**config.mk**
```make
export PLATFORM = sky130hd
export DESIGN_NAME = wildcard_glob_matcher
export DESIGN_NICKNAME = d
export VERILOG_FILES = /design/src/rtl/wgm_pkg.sv /design/src/rtl/wgm_cell.sv /design/src/rtl/wgm_span.sv /design/src/rtl/wildcard_glob_matcher.sv
export SDC_FILE = /design/constraint.sdc
export NUM_CORES = 1
export LEC_CHECK = 0
export ABC_CLOCK_PERIOD_IN_PS = 7800
export BUFFER_PORTS_ARGS = -buffer_cell sky130_fd_sc_hd__buf_2
export CAP_MARGIN = 40
export CORE_MARGIN = 10
export CORE_UTILIZATION = 45
export CTS_CLUSTER_SIZE = 28
export DETAILED_ROUTE_END_ITERATION = 7
export PLACE_DENSITY = 0.65
export SLEW_MARGIN = 20
export SYNTH_ARGS = -nofsm -noshare
export SYNTH_HDL_FRONTEND = slang
export SYNTH_SLANG_ARGS = --single-unit
export TNS_END_PERCENT = 5
```
**constraint.sdc**
```tcl
create_clock -name i_clk -period 7.8 [get_ports i_clk]
set_input_delay 0 -clock i_clk [delete_from_list [all_inputs] [get_ports i_clk]]
set_output_delay 0 -clock i_clk [all_outputs]
set_load 0.03 [all_outputs]
```
**src/rtl/wgm_pkg.sv**
```systemverilog
// ----------------------------------------------------------------------------
// wgm_pkg
// Shared types and constants for the glob matcher: pattern geometry, request
// codes, wildcard bytes and the per-cell match terms.
// ----------------------------------------------------------------------------
package wgm_pkg;

    // Number of pattern positions (one cell each).
    localparam int PATTERN_MAX = 64;

    // Fixed field widths of the request and register.
    localparam int OP_W       = 2;
    localparam int CHAR_W     = 8;
    localparam int PAT_IDX_W  = 6;
    localparam int CFG_LEN_W  = 7;
    localparam int APB_ADDR_W = 3;
    localparam int APB_DATA_W = 32;

    // Select width for the match row (PATTERN_MAX + 1 bits).
    localparam int ROW_SEL_W = $clog2(PATTERN_MAX + 1);

    // Register word index carried by paddr[2].
    localparam logic REG_PATTERN_LENGTH = 1'b0;

    // Wildcard bytes.
    localparam logic [CHAR_W-1:0] STAR_BYTE = 8'h2A;
    localparam logic [CHAR_W-1:0] ANY_BYTE  = 8'h3F;

    typedef enum logic [OP_W-1:0] {
        OP_LOAD  = 2'd0,
        OP_START = 2'd1,
        OP_TEXT  = 2'd2
    } t_op;

    // Per-cell terms fed to the star span unit.
    typedef struct packed {
        logic gen;   // position matches regardless of its left neighbor
        logic prop;  // pattern byte is a star: pass the left result on
    } t_cell_term;

endpackage

```
**src/rtl/wgm_cell.sv**
```systemverilog
// ----------------------------------------------------------------------------
// wgm_cell
// One pattern position: holds its pattern byte and its match-row bit, and
// forms the generate/propagate terms for the next row.
// ----------------------------------------------------------------------------
module wgm_cell (
    input  logic                      i_clk,
    input  logic                      i_rst_n,
    input  logic                      i_load,
    input  logic [wgm_pkg::CHAR_W-1:0] i_char,
    input  logic                      i_row_left,
    input  logic                      i_row_upd,
    input  logic                      i_row_next,
    output wgm_pkg::t_cell_term       o_term,
    output logic                      o_row
);
    import wgm_pkg::*;

    logic [CHAR_W-1:0] r_pat;
    logic              r_row;
    logic              w_star;
    logic              w_hit;

    // Pattern byte: no reset, unwritten entries are never read by contract.
    always_ff @(posedge i_clk) begin
        if (i_load) begin
            r_pat <= i_char;
        end
    end

    always_ff @(posedge i_clk) begin
        if (!i_rst_n) begin
            r_row <= 1'b0;
        end else if (i_row_upd) begin
            r_row <= i_row_next;
        end
    end

    assign w_star = (r_pat == STAR_BYTE);
    assign w_hit  = (r_pat == ANY_BYTE) || (r_pat == i_char);

    // A star keeps its own bit alive; a literal or '?' takes the left bit.
    assign o_term.gen  = w_star ? r_row : (w_hit & i_row_left);
    assign o_term.prop = w_star;
    assign o_row       = r_row;

endmodule

```
**src/rtl/wgm_span.sv**
```systemverilog
// ----------------------------------------------------------------------------
// wgm_span
// Star span resolver: runs the generate/propagate terms of all cells through
// one carry chain, so a match spreads right across any run of stars.
// ----------------------------------------------------------------------------
module wgm_span (
    input  wgm_pkg::t_cell_term [wgm_pkg::PATTERN_MAX-1:0] i_term,
    input  logic                                           i_cin,
    output logic [wgm_pkg::PATTERN_MAX:1]                  o_row
);
    import wgm_pkg::*;

    logic [PATTERN_MAX-1:0] w_a;
    logic [PATTERN_MAX-1:0] w_b;
    logic [PATTERN_MAX:0]   w_sum;
    logic [PATTERN_MAX:0]   w_carry;

    always_comb begin
        for (int k = 0; k < PATTERN_MAX; k++) begin
            w_a[k] = i_term[k].gen | i_term[k].prop;
            w_b[k] = i_term[k].gen;
        end
    end

    // Carry into bit k+1 is the next-row bit of position k+1.
    assign w_sum   = {1'b0, w_a} + {1'b0, w_b} + {{PATTERN_MAX{1'b0}}, i_cin};
    assign w_carry = w_sum ^ {1'b0, w_a} ^ {1'b0, w_b};
    assign o_row   = w_carry[PATTERN_MAX:1];

endmodule

```
**src/rtl/wildcard_glob_matcher.sv**
```systemverilog
// ----------------------------------------------------------------------------
// wildcard_glob_matcher
// Streams text bytes against a stored glob pattern ('*' any run, '?' any
// single byte) and reports per request whether the text so far matches.
// ----------------------------------------------------------------------------
//  Channel   Direction  Handshake           Payload
//  request   in         i_valid / o_ready   i_operation, i_char_value,
//                                           i_pattern_index
//  result    out        o_valid / i_ready   o_matched
//  config    in         APB psel/penable    paddr, pwdata, prdata
//
//  A new request is taken every cycle unless the result channel stalls.
//  The match row updates at the accepting edge and the result sits in one
//  output register the cycle after; the carry chain of the span unit sets
//  the clock period.
//  o_ready drops only while a result waits and i_ready is low.
//  Reset (synchronous, active low) clears the row to bit zero set, the
//  length to zero and the result valid; pattern bytes are not cleared.
// ----------------------------------------------------------------------------
module wildcard_glob_matcher (
    input  logic                           i_clk,
    input  logic                           i_rst_n,
    // request channel
    input  logic                           i_valid,
    output logic                           o_ready,
    input  logic [wgm_pkg::OP_W-1:0]       i_operation,
    input  logic [wgm_pkg::CHAR_W-1:0]     i_char_value,
    input  logic [wgm_pkg::PAT_IDX_W-1:0]  i_pattern_index,
    // result channel
    output logic                           o_valid,
    input  logic                           i_ready,
    output logic                           o_matched,
    // configuration port
    input  logic                           psel,
    input  logic                           penable,
    input  logic                           pwrite,
    input  logic [wgm_pkg::APB_ADDR_W-1:0] paddr,
    input  logic [wgm_pkg::APB_DATA_W-1:0] pwdata,
    output logic [wgm_pkg::APB_DATA_W-1:0] prdata,
    output logic                           pready
);
    import wgm_pkg::*;

    // registers
    logic [CFG_LEN_W-1:0] r_len;
    logic [CFG_LEN_W-1:0] n_len;
    logic                 r_row0;
    logic                 n_row0;
    logic                 r_out_valid;
    logic                 n_out_valid;
    logic                 r_matched;
    logic                 n_matched;

    // request decode
    t_op                  w_op;
    logic                 w_acc;
    logic                 w_is_load;
    logic                 w_is_start;
    logic                 w_is_text;
    logic                 w_row_upd;

    // row datapath
    t_cell_term [PATTERN_MAX-1:0] w_term_raw;
    t_cell_term [PATTERN_MAX-1:0] w_term;
    logic [PATTERN_MAX:0]         w_row_cur;
    logic [PATTERN_MAX:0]         w_row_nxt;
    logic [PATTERN_MAX:1]         w_span;
    logic [ROW_SEL_W-1:0]         w_sel;
    logic                         w_cfg_wr;

    // ------------------------------------------------------------------
    // Handshake: accept whenever the output register is free or draining.
    // ------------------------------------------------------------------
    assign o_ready = !r_out_valid || i_ready;
    assign w_acc   = i_valid && o_ready;
    assign w_op    = t_op'(i_operation);

    always_comb begin
        w_is_load  = 1'b0;
        w_is_start = 1'b0;
        w_is_text  = 1'b0;
        case (w_op)
            OP_LOAD:  w_is_load  = 1'b1;
            OP_START: w_is_start = 1'b1;
            OP_TEXT:  w_is_text  = 1'b1;
            default: begin
                // unused code: no effect, result reads zero
            end
        endcase
    end

    assign w_row_upd = w_acc && (w_is_start || w_is_text);

    // ------------------------------------------------------------------
    // Cell row. Cell k holds pattern byte k and row bit k+1; row bit 0
    // lives here. Each cell sees its left neighbor's row bit.
    // ------------------------------------------------------------------
    assign w_row_cur[0] = r_row0;

    for (genvar k = 0; k < PATTERN_MAX; k++) begin : g_cell
        wgm_cell u_cell (
            .i_clk      (i_clk),
            .i_rst_n    (i_rst_n),
            .i_load     (w_acc && w_is_load &&
                         (i_pattern_index == PAT_IDX_W'(k))),
            .i_char     (i_char_value),
            .i_row_left (w_row_cur[k]),
            .i_row_upd  (w_row_upd),
            .i_row_next (w_row_nxt[k+1]),
            .o_term     (w_term_raw[k]),
            .o_row      (w_row_cur[k+1])
        );
    end

    // A start seeds the row: drop every generate term and carry in a one,
    // so only the leading star run lights up.
    always_comb begin
        for (int k = 0; k < PATTERN_MAX; k++) begin
            w_term[k].gen  = w_term_raw[k].gen & !w_is_start;
            w_term[k].prop = w_term_raw[k].prop;
        end
    end

    wgm_span u_span (
        .i_term (w_term),
        .i_cin  (w_is_start),
        .o_row  (w_span)
    );

    assign w_row_nxt = {w_span, w_is_start};

    // Saturate the length to the row size, then pick the reported bit.
    assign w_sel = (int'(r_len) > PATTERN_MAX) ? ROW_SEL_W'(PATTERN_MAX)
                                               : ROW_SEL_W'(r_len);

    // ------------------------------------------------------------------
    // Next-state logic
    // ------------------------------------------------------------------
    assign w_cfg_wr = psel && penable && pwrite && pready;

    always_comb begin
        n_len = r_len;
        if (w_cfg_wr && (paddr[2] == REG_PATTERN_LENGTH)) begin
            n_len = pwdata[CFG_LEN_W-1:0];
        end
    end

    always_comb begin
        n_row0 = r_row0;
        if (w_row_upd) begin
            n_row0 = w_is_start;
        end
    end

    always_comb begin
        n_out_valid = r_out_valid;
        n_matched   = r_matched;
        if (w_acc) begin
            n_out_valid = 1'b1;
            n_matched   = (w_is_start || w_is_text) && w_row_nxt[w_sel];
        end else if (i_ready) begin
            n_out_valid = 1'b0;
        end
    end

    always_ff @(posedge i_clk) begin
        if (!i_rst_n) begin
            r_len       <= '0;
            r_row0      <= 1'b1;
            r_out_valid <= 1'b0;
        end else begin
            r_len       <= n_len;
            r_row0      <= n_row0;
            r_out_valid <= n_out_valid;
        end
    end

    // Result payload: held while the consumer stalls.
    always_ff @(posedge i_clk) begin
        r_matched <= n_matched;
    end

    assign o_valid   = r_out_valid;
    assign o_matched = r_matched;

    // ------------------------------------------------------------------
    // Configuration read-back
    // ------------------------------------------------------------------
    assign pready = 1'b1;
    assign prdata = (paddr[2] == REG_PATTERN_LENGTH)
                  ? {{(APB_DATA_W-CFG_LEN_W){1'b0}}, r_len}
                  : '0;

    // ------------------------------------------------------------------
    // Assertions
    // ------------------------------------------------------------------
    a_acc_gives_result: assert property (@(posedge i_clk) disable iff (!i_rst_n)
        w_acc |=> o_valid)
        else $error("accepted request produced no result");

    a_load_reports_zero: assert property (@(posedge i_clk) disable iff (!i_rst_n)
        (w_acc && w_is_load) |=> !o_matched)
        else $error("load request reported a match");

    a_empty_pattern_start: assert property (@(posedge i_clk) disable iff (!i_rst_n)
        (w_acc && w_is_start && (r_len == '0)) |=> o_matched)
        else $error("empty text failed to match empty pattern");

    a_text_clears_row0: assert property (@(posedge i_clk) disable iff (!i_rst_n)
        (w_acc && w_is_text) |=> !r_row0)
        else $error("row bit zero survived a text byte");

endmodule

```
==> impl_metrics.yaml <==
outcome:
  run_status: "completed"
floorplanning:
  initial_utilization_pct: 45.6
  die_area_mm2: 0.0854
  fp.dieH_um: 292
  die_w_um: 292
  core_mm2: 0.0732
  rows: 99
  ios: 94
critical_path:
  critPathTopFamily: "compound AO/OA/AOI/OAI gates"
  worstPathArrival_ns: 5.80
  startpoint_type: "flip-flop"
  rr_worst_depth: 18
  crit_fanout: 6
  cp_slowest_cell: "a221oi_2"
  timing.rr.end: "o_matched"
  cp-end-kind: "flip-flop"
  rrSetupSlack_ns: 2.36
  crit_type: "reg2reg"
  worst_ep_required_time_ns: 8.16
  r2r_start: "g_cell[0].u_cell.r_pat[7]"
  worstPathBufferInverterCount: 0
  crit_chain: "nor4bb_1, nand3_1, mux2_2, nor2_1, ha_1, nor2_1, a21oi_1, o21a_1, a221oi_2, o221ai_2, a221oi_2, and2_1, nor2_1, a2111oi_1, nand2_1, a311o_1, a311oi_1, o32ai_1"
  max_stage_delay_ns: 0.58
  cp_common_cell: "nor2_1"
sta:
  finalClockSkew_ns: 0.0391
  finalCritPeriodShare_pct: 69.8
  fmax_mhz: 184
  fin_tns_setup_ns: 0
  slew_headroom_pct: 40.6
  fin_crit_ns: 5.44
  setup_viol: 0
  rsz0062_at_grt: "no"
  drv_slew: 0
  finalHoldViolCount: 0
  setup_ws_ns: 2.36
  tightest_slew_ns: 0.889
synth:
  synth-async-reset-ratio_pct: 0
  ys_ff_latch: 586
  ys_seq_area_share_pct: 50.6
  synth.area.top_cells: "edfxtp_1 (46%), xnor2_1 (9.7%), dfxtp_1 (4.4%)"
  synth_top_cell_area_share_pct: 46.2
  syn_area_per_cell_um2: 10.8
  synth_top_cell_by_area: "edfxtp_1"
  synth_enable_flop_cells: 513
  synthFlopType: "edfxtp_1"
  ys_types: 99
  yosysWarnings: 0
  synthCells: 3099
  syn_area_mm2: 0.0333
power:
  peakVddDrop_v: 0.000206
  leakage_nw: 11.7
  powerDensity_mw_per_mm2: 193
clocking:
  cts_tree: "yes"
  cts_max_path_buffers: 3
  post_cts_buffers: 0
  cts.sinks: 586
  cts_root_buf: "clkbuf_16"
  clock_latency_ns: 0.63
  clkTransAtPathRegs_ns: 0.06
  cts_buffers: 67
  cts_max_level: 3
final_layout:
  finish.net_count: 3230
  n_fill_cell: 6334
  antenna_cells: 0
  areaGrowthSynthToFinish_pct: 10.8
  drive_above_1_share_pct: 7.68
place:
  io_buffers: 40
  pre_cts_slack_ns: 2.34
  gp_congestion: 0.963
  hpwl_mm: 66.5
min_path:
  holdPathEnd: "g_cell[43].u_cell.o_row"
  min_from: "i_rst_n"
  holdPathStages: 3
  min_path_type: "in2reg"
route:
  post_drt_wl_per_cell_um: 23.4
  drcViolationCount: 0
  firstDrtPassIters: 5
  vias_per_cell: 6.21
  wirelength_mm: 97.6
  first_iter_violations: 2545
  ant_nets: 0
  vias: 25900
grt:
  grt_overflow: 0
  grt_pass1_vias: 25700
  grtUsageTotal_pct: 22.2
  grt_max_degree: 100
  antenna_found_initial: 2
  grt_pass1_wl_mm: 149
job:
  drv_cap: 0
[power breakdown]
| part | total [mW] | switching [mW] | internal, mW |
|---|---|---|---|
| combinational | 0.495 | 0.329 | 0.166 |
| sequential | 3.46 | 0.0312 | 3.43 |
| clock | 3.18 | 1.29 | 1.89 |
| total | 7.14 | 1.65 | 5.48 |
[metal layers]
layer  up-vias  global-route usage (%)  part of all wire (%)
met5         -                       0                 0.047
met4         6                    8.16                   3.4
met3       240                    4.94                   8.0
met2      1031                    35.6                    46
met1     12800                    29.0                    43
li1      11800                       -                     -
[layout by cell type, fill, tap and decap left out, types with 14 or more instances in the layout]
cell type,count
buf_4,33
o211a_1,31
nand2b_1,30
inv_1,32
a31oi_1,20
nand3b_1,16
xor2_1,145
edfxtp_1,513
and4_1,26
or3_1,24
nor2b_1,62
o2111ai_1,17
nor4bb_1,46
dfxtp_1,73
nor4_1,71
nor2_1,273
a21boi_0,16
o41ai_1,14
clkbuf_16,68
conb_1,26
dlygate4sd3_1,25
nand2_1,192
a211oi_1,18
and3_1,49
o211ai_1,22
o21a_1,15
nor3_1,123
and2_1,20
o21ai_0,101
nor3b_1,20
nand4_1,135
buf_2,35
nand3_1,132
or2_2,18
a21oi_1,90
nor4b_1,22
a21o_1,16
xnor2_1,368
or4_1,14
[cells by family (layout without fill, tap and decap cells)]
| kind of cell | Yosys count | count (layout) | share of synthesized area [%] |
|---|---|---|---|
| XOR/XNOR | 513 | 513 | 13.5 |
| other | 2 | 26 | 0.0225 |
| flip-flops | 586 | 586 | 50.6 |
| AND/OR/NAND/NOR | 1312 | 1312 | 21.7 |
| multiplexers | 14 | 14 | 0.431 |
| buffers and inverters | 176 | 271 | 3.08 |
| AO/OA/AOI/OAI | 493 | 493 | 10.7 |
| adder cells (fa/ha/maj) | 3 | 3 | 0.113 |
[final cells by class]
| cell class | instances | area (µm²) | share of cell area [%] |
|---|---|---|---|
| Clock inverter | 39 | 438 | 1.18 |
| Tap cell | 959 | 1200 | 3.25 |
| Multi-Input combinational cell | 2361 | 15600 | 42.1 |
| Clock buffer | 79 | 1760 | 4.77 |
| Inverter | 33 | 124 | 0.335 |
| Timing Repair Buffer | 120 | 1010 | 2.74 |
| Sequential cell | 586 | 16900 | 45.6 |
[registers in the layout, indices dropped and copies added (netlist names)]
register / cells
g_cell.u_cell.r_pat: 512
g_cell.u_cell.o_row: 64
r_len: 7
o_matched: 1
o_valid: 1
r_row0: 1
[tightest hold or removal path: stages]
cell	delay (ns)
buf_2	0.15
buf_4	0.39
o211a_1	0.21
[what timing repair did]
action	4_1_cts	5_1_grt
resized for setup	0	0
endpoints found under the hold margin	168	0
hold buffers	25	0
[Yosys cell counts (11+ instances only)]
library cell,n
buf_6,23
nand4b_1,12
a21oi_1,90
o211a_1,31
buf_4,48
a21boi_0,16
or3_1,24
o211ai_1,22
a31oi_1,20
nor3_1,123
nor2b_1,62
nand4_1,135
dfxtp_1,73
nand2_1,192
a211oi_1,18
nand3_1,132
and2_1,20
and4_1,26
clkbuf_1,43
o2111ai_1,17
edfxtp_1,513
and3_1,50
or4_1,14
o21a_1,15
nor2_1,273
nor4_1,71
nor4b_1,22
o21ai_0,101
buf_2,11
nand2b_1,30
inv_1,32
or2_2,18
buf_1,17
o22ai_1,13
nand3b_1,16
a21o_1,16
xnor2_1,368
mux2i_1,11
xor2_1,145
nor4bb_1,46
o41ai_1,14
nor3b_1,20
[through the flow]
step / instances / hold WS (ns) / area, µm² / total power [mW] / util [%]
6_report: 4177 / 0.192 / 37000 / 7.14 / 50.5
5_1_grt: 4177 / 0.179 / 37000 / 7.37 / 50.5
4_1_cts: 4171 / 0.155 / 36900 / 7.19 / 50.4
3_5_place_dp: 4028 / 0.265 / 34500 / 4.00 / 47.1
3_3_place_gp: 4014 / 0.258 / 34300 / 3.99 / 46.9
2_1_floorplan: 3123 / 0.0989 / 33400 / 3.85 / -
[how the worst max path moves through the flow]
stage               slack [ns]                       from  cells past startpoint   endpoint
detailed placement        2.34             i_operation[1]                     19  o_matched
global placement          2.35             i_operation[1]                     18  o_matched
finish                    2.36  g_cell[0].u_cell.r_pat[7]                     18  o_matched
CTS                       2.51  g_cell[0].u_cell.r_pat[7]                     18  o_matched
floorplan                 3.63  g_cell[0].u_cell.r_pat[7]                     19  o_matched
global route              2.04  g_cell[0].u_cell.r_pat[7]                     18  o_matched
Note: power is estimated with default switching activity, not from simulation.
